### src/hw/rtl/pba_pkg.sv
// Shared constants, codes and handshake structs of the page bitmap allocator.
package pba_pkg;

    localparam int PAGE_COUNT     = 256;
    localparam int PAGE_SIZE_LOG2 = 12;

    localparam int IDX_W     = $clog2(PAGE_COUNT);
    localparam int ROVER_W   = $clog2(PAGE_COUNT + 1);
    localparam int GRP_W     = 16;
    localparam int GRP_N     = PAGE_COUNT / GRP_W;
    localparam int BIT_IDX_W = $clog2(GRP_W);
    localparam int GRP_IDX_W = IDX_W - BIT_IDX_W;

    // Byte span of the whole pool, one bit wider than an address.
    localparam logic [32:0] POOL_SPAN = 33'(PAGE_COUNT) << PAGE_SIZE_LOG2;

    typedef enum logic [1:0] {
        OP_ALLOC_SMALL  = 2'd0,
        OP_ALLOC_MEDIUM = 2'd1,
        OP_FREE         = 2'd2,
        OP_QUERY        = 2'd3
    } op_t;

    typedef enum logic [1:0] {
        STS_OK      = 2'd0,
        STS_NO_FREE = 2'd1,
        STS_OUTSIDE = 2'd2
    } status_t;

    // Commands from the controller to the datapath.
    typedef struct packed {
        logic load;
        logic grp_step;
        logic pick_step;
        logic bit_step;
        logic commit;
    } pba_cmd_t;

    // Status from the datapath to the controller.
    typedef struct packed {
        logic is_alloc;
    } pba_stat_t;

    typedef struct packed {
        logic        outside_pool;
        logic        medium_hit;
        logic        small_hit;
        logic [31:0] page_addr;
        status_t     status;
    } pba_result_t;

endpackage

### src/hw/rtl/pba_ctrl.sv
// Controller state machine of the page bitmap allocator.
module pba_ctrl (
    input  logic                clk,
    input  logic                rst_n,
    input  logic                s_tvalid,
    output logic                s_tready,
    output logic                m_tvalid,
    input  logic                m_tready,
    input  pba_pkg::pba_stat_t  stat,
    output pba_pkg::pba_cmd_t   cmd
);
    import pba_pkg::*;

    typedef enum logic [2:0] {
        S_IDLE,
        S_GRP,
        S_PICK,
        S_BIT,
        S_DONE
    } state_t;

    state_t state_reg;
    state_t state_next;
    logic   m_tvalid_reg;
    logic   m_tvalid_next;
    logic   commit;

    // The result slot is free when it is empty or being drained this cycle.
    assign commit = (state_reg == S_DONE) && (!m_tvalid_reg || m_tready);

    always_comb
    begin
        state_next    = state_reg;
        m_tvalid_next = m_tvalid_reg;
        if (m_tready)
        begin
            m_tvalid_next = 1'b0;
        end
        case (state_reg)
            S_IDLE:
            begin
                if (s_tvalid)
                begin
                    state_next = S_GRP;
                end
            end
            S_GRP:
            begin
                state_next = stat.is_alloc ? S_PICK : S_DONE;
            end
            S_PICK:
            begin
                state_next = S_BIT;
            end
            S_BIT:
            begin
                state_next = S_DONE;
            end
            S_DONE:
            begin
                if (commit)
                begin
                    state_next    = S_IDLE;
                    m_tvalid_next = 1'b1;
                end
            end
            default:
            begin
                state_next = S_IDLE;
            end
        endcase
    end

    always_ff @(posedge clk or negedge rst_n)
    begin
        if (!rst_n)
        begin
            state_reg    <= S_IDLE;
            m_tvalid_reg <= 1'b0;
        end
        else
        begin
            state_reg    <= state_next;
            m_tvalid_reg <= m_tvalid_next;
        end
    end

    assign s_tready      = (state_reg == S_IDLE);
    assign m_tvalid      = m_tvalid_reg;
    assign cmd.load      = s_tvalid && (state_reg == S_IDLE);
    assign cmd.grp_step  = (state_reg == S_GRP);
    assign cmd.pick_step = (state_reg == S_PICK);
    assign cmd.bit_step  = (state_reg == S_BIT);
    assign cmd.commit    = commit;

endmodule

### src/hw/rtl/pba_datapath.sv
// Datapath of the page bitmap allocator: page bitmaps, rover, search and bounds logic.
module pba_datapath (
    input  logic                  clk,
    input  logic                  rst_n,
    input  logic                  cfg_wen,
    input  logic [31:0]           cfg_wdata,
    input  pba_pkg::op_t          in_op,
    input  logic [31:0]           in_addr,
    input  pba_pkg::pba_cmd_t     cmd,
    output pba_pkg::pba_stat_t    stat,
    output pba_pkg::pba_result_t  result
);
    import pba_pkg::*;

    function automatic logic [BIT_IDX_W-1:0] first_bit(input logic [GRP_W-1:0] v);
        logic [BIT_IDX_W-1:0] pos;
        pos = '0;
        for (int i = GRP_W - 1; i >= 0; i--)
        begin
            if (v[i])
            begin
                pos = BIT_IDX_W'(i);
            end
        end
        return pos;
    endfunction

    function automatic logic [GRP_IDX_W-1:0] first_grp(input logic [GRP_N-1:0] v);
        logic [GRP_IDX_W-1:0] pos;
        pos = '0;
        for (int i = GRP_N - 1; i >= 0; i--)
        begin
            if (v[i])
            begin
                pos = GRP_IDX_W'(i);
            end
        end
        return pos;
    endfunction

    // Persistent state.
    logic [31:0]           pool_base_reg;
    logic [PAGE_COUNT-1:0] free_map_reg;
    logic [PAGE_COUNT-1:0] free_map_next;
    logic [PAGE_COUNT-1:0] small_map_reg;
    logic [PAGE_COUNT-1:0] small_map_next;
    logic [ROVER_W-1:0]    rover_reg;
    logic [ROVER_W-1:0]    rover_next;

    // Per-request working registers.
    op_t                   op_reg;
    logic [31:0]           addr_reg;
    logic [GRP_N-1:0]      fwd_any_reg;
    logic [GRP_N-1:0]      all_any_reg;
    logic [GRP_IDX_W-1:0]  grp_reg;
    logic                  use_fwd_reg;
    logic                  found_reg;
    logic [IDX_W-1:0]      idx_reg;
    logic                  in_pool_reg;
    logic [IDX_W-1:0]      loc_idx_reg;
    pba_result_t           res_reg;
    pba_result_t           res_next;

    logic [IDX_W-1:0]      start;
    logic [PAGE_COUNT-1:0] fwd_mask;
    logic [GRP_N-1:0]      fwd_any;
    logic [GRP_N-1:0]      all_any;
    logic [GRP_W-1:0]      word;
    logic [32:0]           diff;
    logic [IDX_W-1:0]      commit_idx;
    logic [31:0]           page_addr;

    // A rover at the end of the pool starts the search at page zero.
    assign start = (rover_reg >= ROVER_W'(PAGE_COUNT)) ? '0 : rover_reg[IDX_W-1:0];

    always_comb
    begin
        for (int i = 0; i < PAGE_COUNT; i++)
        begin
            fwd_mask[i] = (IDX_W'(i) >= start);
        end
        for (int g = 0; g < GRP_N; g++)
        begin
            fwd_any[g] = |(free_map_reg[g*GRP_W +: GRP_W] & fwd_mask[g*GRP_W +: GRP_W]);
            all_any[g] = |free_map_reg[g*GRP_W +: GRP_W];
        end
    end

    always_comb
    begin
        word = free_map_reg[{grp_reg, {BIT_IDX_W{1'b0}}} +: GRP_W];
        if (use_fwd_reg)
        begin
            word = word & fwd_mask[{grp_reg, {BIT_IDX_W{1'b0}}} +: GRP_W];
        end
    end

    assign diff = {1'b0, addr_reg} - {1'b0, pool_base_reg};

    assign stat.is_alloc = op_reg inside {OP_ALLOC_SMALL, OP_ALLOC_MEDIUM};

    assign commit_idx = stat.is_alloc ? idx_reg : loc_idx_reg;
    assign page_addr  = pool_base_reg + (32'(commit_idx) << PAGE_SIZE_LOG2);

    always_comb
    begin
        free_map_next  = free_map_reg;
        small_map_next = small_map_reg;
        rover_next     = rover_reg;
        res_next       = res_reg;
        if (cmd.commit)
        begin
            res_next = '0;
            case (op_reg)
                OP_ALLOC_SMALL, OP_ALLOC_MEDIUM:
                begin
                    if (found_reg)
                    begin
                        free_map_next[idx_reg]  = 1'b0;
                        small_map_next[idx_reg] = (op_reg == OP_ALLOC_SMALL);
                        rover_next              = ROVER_W'(idx_reg) + 1'b1;
                        res_next.page_addr      = page_addr;
                    end
                    else
                    begin
                        res_next.status = STS_NO_FREE;
                    end
                end
                OP_FREE:
                begin
                    if (in_pool_reg)
                    begin
                        free_map_next[loc_idx_reg] = 1'b1;
                        rover_next                 = ROVER_W'(loc_idx_reg);
                    end
                    else
                    begin
                        res_next.status       = STS_OUTSIDE;
                        res_next.outside_pool = 1'b1;
                    end
                end
                default:
                begin
                    if (in_pool_reg)
                    begin
                        res_next.page_addr  = page_addr;
                        res_next.small_hit  = small_map_reg[loc_idx_reg];
                        res_next.medium_hit = !small_map_reg[loc_idx_reg];
                    end
                    else
                    begin
                        res_next.outside_pool = 1'b1;
                    end
                end
            endcase
        end
    end

    always_ff @(posedge clk or negedge rst_n)
    begin
        if (!rst_n)
        begin
            pool_base_reg <= '0;
            free_map_reg  <= '1;
            small_map_reg <= '0;
            rover_reg     <= '0;
        end
        else
        begin
            if (cfg_wen)
            begin
                pool_base_reg <= cfg_wdata;
            end
            free_map_reg  <= free_map_next;
            small_map_reg <= small_map_next;
            rover_reg     <= rover_next;
        end
    end

    always_ff @(posedge clk)
    begin
        if (cmd.load)
        begin
            op_reg   <= in_op;
            addr_reg <= in_addr;
        end
        if (cmd.grp_step)
        begin
            fwd_any_reg <= fwd_any;
            all_any_reg <= all_any;
            in_pool_reg <= (diff < POOL_SPAN);
            loc_idx_reg <= diff[PAGE_SIZE_LOG2 +: IDX_W];
        end
        if (cmd.pick_step)
        begin
            use_fwd_reg <= |fwd_any_reg;
            found_reg   <= |all_any_reg;
            grp_reg     <= (|fwd_any_reg) ? first_grp(fwd_any_reg) : first_grp(all_any_reg);
        end
        if (cmd.bit_step)
        begin
            idx_reg <= {grp_reg, first_bit(word)};
        end
        res_reg <= res_next;
    end

    assign result = res_reg;

    a_rover_range: assert property (@(posedge clk) disable iff (!rst_n)
        rover_reg <= ROVER_W'(PAGE_COUNT))
        else $error("rover beyond end of pool");

    a_pick_is_free: assert property (@(posedge clk) disable iff (!rst_n)
        cmd.bit_step && found_reg |=> free_map_reg[idx_reg])
        else $error("search picked a page that is not free");

    a_alloc_update: assert property (@(posedge clk) disable iff (!rst_n)
        cmd.commit && stat.is_alloc && found_reg |=>
            !free_map_reg[$past(idx_reg)] && (rover_reg == ROVER_W'($past(idx_reg)) + 1'b1))
        else $error("allocation did not claim the page or move the rover");

    a_free_update: assert property (@(posedge clk) disable iff (!rst_n)
        cmd.commit && (op_reg == OP_FREE) && in_pool_reg |=>
            free_map_reg[$past(loc_idx_reg)] && (rover_reg == ROVER_W'($past(loc_idx_reg))))
        else $error("free did not release the page or move the rover");

endmodule

### src/hw/rtl/page_bitmap_allocator_unit.sv
// Top level of the next-fit page bitmap allocator.
//
//  Channel  | Direction | Signals                          | Carries
//  ---------+-----------+----------------------------------+-------------------------------
//  s_*      | in        | s_tvalid s_tready s_tuser s_tdata| one request: op, addr
//  m_*      | out       | m_tvalid m_tready m_tdata        | one result per request
//  cfg_*    | in        | cfg_wen cfg_wdata                | pool_base register write
//
// An allocation runs through these steps from acceptance to result: taking the request,
// reducing the free bitmap to per-group flags, picking a group, encoding the bit inside
// that group, and updating the bitmaps and loading the result register.
// Free and query requests skip the group pick and bit encode steps.
// Reset leaves every page free, every class bit medium, the rover at page zero and
// pool_base at zero. A stalled result holds in the output register; the next request
// is taken meanwhile and its processing waits at the final step until the slot drains.
module page_bitmap_allocator_unit (
    input  logic        clk,
    input  logic        rst_n,
    // Configuration: pool_base, byte address of the first page.
    input  logic        cfg_wen,
    input  logic [31:0] cfg_wdata,
    // Request channel.
    input  logic        s_tvalid,
    output logic        s_tready,
    input  logic [1:0]  s_tuser,   // [1:0] op
    input  logic [31:0] s_tdata,   // [31:0] addr
    // Result channel.
    output logic        m_tvalid,
    input  logic        m_tready,
    output logic [39:0] m_tdata    // [1:0] status, [33:2] page_addr, [34] small_hit,
                                   // [35] medium_hit, [36] outside_pool, [39:37] zero
);
    import pba_pkg::*;

    pba_cmd_t    cmd;
    pba_stat_t   stat;
    pba_result_t result;

    // The controller sequences each request through the search and update steps.
    pba_ctrl u_ctrl (
        .clk      (clk),
        .rst_n    (rst_n),
        .s_tvalid (s_tvalid),
        .s_tready (s_tready),
        .m_tvalid (m_tvalid),
        .m_tready (m_tready),
        .stat     (stat),
        .cmd      (cmd)
    );

    // The datapath owns the bitmaps, the rover, the pool base and the result register.
    pba_datapath u_datapath (
        .clk       (clk),
        .rst_n     (rst_n),
        .cfg_wen   (cfg_wen),
        .cfg_wdata (cfg_wdata),
        .in_op     (op_t'(s_tuser)),
        .in_addr   (s_tdata),
        .cmd       (cmd),
        .stat      (stat),
        .result    (result)
    );

    // Pack the result fields from the lowest bit up, padded to whole bytes.
    assign m_tdata = {3'b000, result.outside_pool, result.medium_hit, result.small_hit,
                      result.page_addr, result.status};

endmodule

### config.mk
export PLATFORM = sky130hd
export DESIGN_NAME = page_bitmap_allocator_unit
export DESIGN_NICKNAME = d
export VERILOG_FILES = /design/src/hw/rtl/pba_pkg.sv /design/src/hw/rtl/pba_ctrl.sv /design/src/hw/rtl/pba_datapath.sv /design/src/hw/rtl/page_bitmap_allocator_unit.sv
export SDC_FILE = /design/constraint.sdc
export NUM_CORES = 2
export LEC_CHECK = 0
export BUFFER_PORTS_ARGS = -buffer_cell sky130_fd_sc_hd__buf_2
export CORE_MARGIN = 3
export CORE_UTILIZATION = 40
export CTS_BUF_LIST = sky130_fd_sc_hd__clkbuf_8
export DETAILED_ROUTE_END_ITERATION = 8
export PLACE_DENSITY = 0.58
export SYNTH_ARGS = -nofsm -noshare
export SYNTH_HDL_FRONTEND = slang
export SYNTH_HIERARCHICAL = 1
export SYNTH_SLANG_ARGS = --single-unit
### constraint.sdc
create_clock -name clk -period 3.5 [get_ports clk]
set_clock_uncertainty 0.05 [all_clocks]
set_input_delay 0.175 -clock clk [delete_from_list [all_inputs] [get_ports clk]]
set_output_delay 0.175 -clock clk [all_outputs]
set_load 0.05 [all_outputs]
==> run_results.csv <==
group,metric,value,unit
layout,nNetsFinal,4789,
floorplan,core,98560,µm²
clocking,cts_tree,"yes",
global_routing,antenna_found_initial,8,
timing,fmax,287.6,MHz
layout,fill_cells,9164,
global_routing,grt_pass1_wl,287100,µm
timing,finalCritPeriodShare,99.33,%
route,ant_nets,0,
place,gp_congestion,1.088,
place,placedCellCount,5763,
timing,hold_violations,0,
clocking,cts.sinks,683,
clocking,cts_made_buffers,117,
global_routing,grt_pass1_vias,37834,
route,first_pass_iters,7,
flow_run,drv_cap,0,
place,dpl_cell_area,45870,µm²
timing,rsz0062_at_grt,"true",
synthesis,synth.ff_latch_count,683,
pwr,powerDensity,680.2,nW/µm²
layout,layout_commonest_cell,"o21ai_0",
clocking,clockBufferDepth,3,
layout,syn2layout_area_growth,24.40,%
route,drtIter0Drc,5062,
setup_path,cp.arrival,3.99,ns
pwr,peakVddDrop,399.2,µV
synthesis,yosysSeqAreaShare,45.35,%
route,finalWirelength,202800,µm
setup_path,path_class,"register to register",
layout,layout_common_cells,"858 x o21ai_0, 574 x buf_4, 311 x nand2_1",
global_routing,grt_overflow,0,
route,top_layer_used,"met5",
setup_path,path_max_fanout,12,
timing,maxSlewViolCount,0,
pwr,p_leak,19.60,nW
route,via_per_inst,6.545,
route,post_drt_wl_per_cell,33.45,µm
floorplan,row_count,115,
route,wl_met1,78200,µm
outcome,status,"finished, final reports clean",
timing,finalCriticalPeriod,3.477,ns
floorplan,die_h,321.4,µm
synthesis,avgSynthCellArea,9.632,µm²
setup_path,worstPathRequired,4.02,ns
layout,seq_area,18040,µm²
clocking,clock-root-buffer,"clkbuf_8",
timing,setup_viol,0,
route,dr_wl_met3,17380,µm
clocking,clk_pin_slew,0.07,ns
layout,utilization,50.21,%
synthesis,synthArstFlopShare,81.55,%
synthesis,synthFlopType,"dfrtp_1",
global_routing,grt_max_degree,99,
layout,layout.cells.non_filler,6063,
route,drc_errors,0,
layout,finalInstanceArea,49490,µm²
synthesis,synthesis.area,39780,µm²
floorplan,initial_utilization,40.36,%
floorplan,ios,113,
route,route.met2.wl,90410,µm
floorplan,chipWidth,321.4,µm
place,placement.io_buffers,109,
global_routing,grt_use_total,38.66,%
synthesis,yosysWarningCount,6,
layout,layout-drive-gt1-share,30.73,%
route,vias,39684,
min_path,hp-class,"input pin to asynchronous set/reset pin",
layout,multi_input_area,20300,µm²
clocking,htreeDepth,3,
timing,relSlewSlack,13.14,%
timing,whs,0.06460,ns
clocking,clock_latency,0.77,ns
synthesis,synth_edf_count,126,
synthesis,synth_cell_type_count,101,
setup_path,end_kind,"register",
synthesis,netlist_instances,4130,
setup_path,start_kind,"register",
place,post-dp-hpwl,151100,µm
floorplan,die-area,103300,µm²
pwr,total_power,0.03366,W
timing,worst_pin_slew,1.295,ns
==> worst max-delay path: stages, from the launching register on <==
cell      delay, ns
dfrtp_1        0.42
buf_12         0.17
buf_12         0.15
or2_2          0.41
and3_1         0.23
a22oi_1        0.35
nand3_1        0.14
a31oi_1        0.53
nand2_1        0.18
a21oi_1        0.19
a211oi_1       0.09
nor4bb_1       0.35
==> where the power goes <==
part	switching, W	leakage, nW	internal, W	total, W
logic	0.0104	10.2	0.00604	0.0164
registers	0.000590	7.94	0.00895	0.00954
clock network	0.00350	1.41	0.00417	0.00768
==> layer usage <==
metal	track usage, %	vias up
li1	-	16900
met2	59.24	2317
met3	7.576	575
met4	25.83	12
met1	49.85	19880
met5	0	-
==> final cells by class <==
type	instances	share of cell area, %
clock buffers	141	3.921
repair buffers	816	13.71
multi-input cells	2986	41.02
diodes	2	0.01011
inverters	70	0.5309
clock inverters	78	1.087
flip-flops and latches	683	36.46
well taps	1287	3.254
==> stage by stage <==
step	setup WS (ns)	TNS, ns
floorplan	0.02801	0
global route	-0.01221	-0.01221
CTS	0.00008837	0
finish	0.02336	0
detailed placement	-0.1992	-0.5795
global placement	-0.7880	-2.946
==> cell usage after synthesis (all sizes together) (13+ instances only) <==
| cell type | n | area (µm²) |
|---|---|---|
| clkbuf | 308 | 1156 |
| nand2 | 323 | 1212 |
| nor2b | 35 | 219.0 |
| dfrtp | 301 | 7532 |
| a221oi | 22 | 198.9 |
| o2111ai | 16 | 140.1 |
| edfxtp | 126 | 3784 |
| nand2b | 29 | 186.4 |
| inv | 69 | 259.0 |
| xnor2 | 25 | 219.0 |
| nand3 | 71 | 355.3 |
| nand4 | 53 | 331.6 |
| nor2 | 215 | 814.5 |
| and2 | 16 | 100.1 |
| or3 | 13 | 81.33 |
| a21o | 27 | 202.7 |
| and3 | 20 | 125.1 |
| a211oi | 28 | 215.2 |
| mux4 | 157 | 3536 |
| o31ai | 244 | 1832 |
| a21oi | 292 | 1461 |
| buf | 85 | 469.2 |
| o211ai | 20 | 150.1 |
| o21a | 13 | 97.59 |
| a222oi | 15 | 150.1 |
| a22oi | 22 | 165.2 |
| o21ai | 876 | 4384 |
| nor3 | 60 | 311.5 |
| o221ai | 14 | 122.6 |
| a31oi | 29 | 181.4 |
| ha | 43 | 538.0 |
| nor4 | 82 | 525.5 |
| o22ai | 14 | 93.84 |
| dfstp | 256 | 6726 |
| o21bai | 19 | 142.6 |
==> final timing paths <==
| check | start | slack (ns) | end | cells past startpoint |
|---|---|---|---|---|
| min in group clk | s_tdata[14] | 0.10 | u_datapath/addr_reg[14] | 2 |
| hold / removal | rst_n | 0.06 | u_datapath/small_map_reg[192] | 2 |
| setup reg to reg | u_datapath/rover_reg[5] | 0.02 | u_datapath/idx_reg[0] | 11 |
| setup / recovery | u_datapath/rover_reg[5] | 0.02 | u_datapath/idx_reg[0] | 11 |
| max in group asynchronous | rst_n | 2.30 | u_datapath/small_map_reg[35] | 3 |
| hold reg to reg | u_datapath/small_map_reg[162] | 0.43 | u_datapath/small_map_reg[162] | 2 |
==> logic make-up after synthesis <==
logic type,after synthesis,share of synthesized area (%)
flip-flops,683,45.35
adder cells (fa/ha/maj),45,1.428
AND/OR/NAND/NOR,982,12.13
AO/OA/AOI/OAI,1749,26.25
buffers and inverters,463,4.746
other,1,0.009427
XOR/XNOR,35,0.7706
multiplexers,172,9.304
==> what timing repair did <==
item,in CTS,in global routing
gates resized for setup,12,80
pin swaps,1,11
buffers inserted,0,10
endpoints found under the hold margin,151,0
setup endpoints to repair,6,7
hold buffers,69,0
Note: power is estimated with default switching activity, not from simulation.
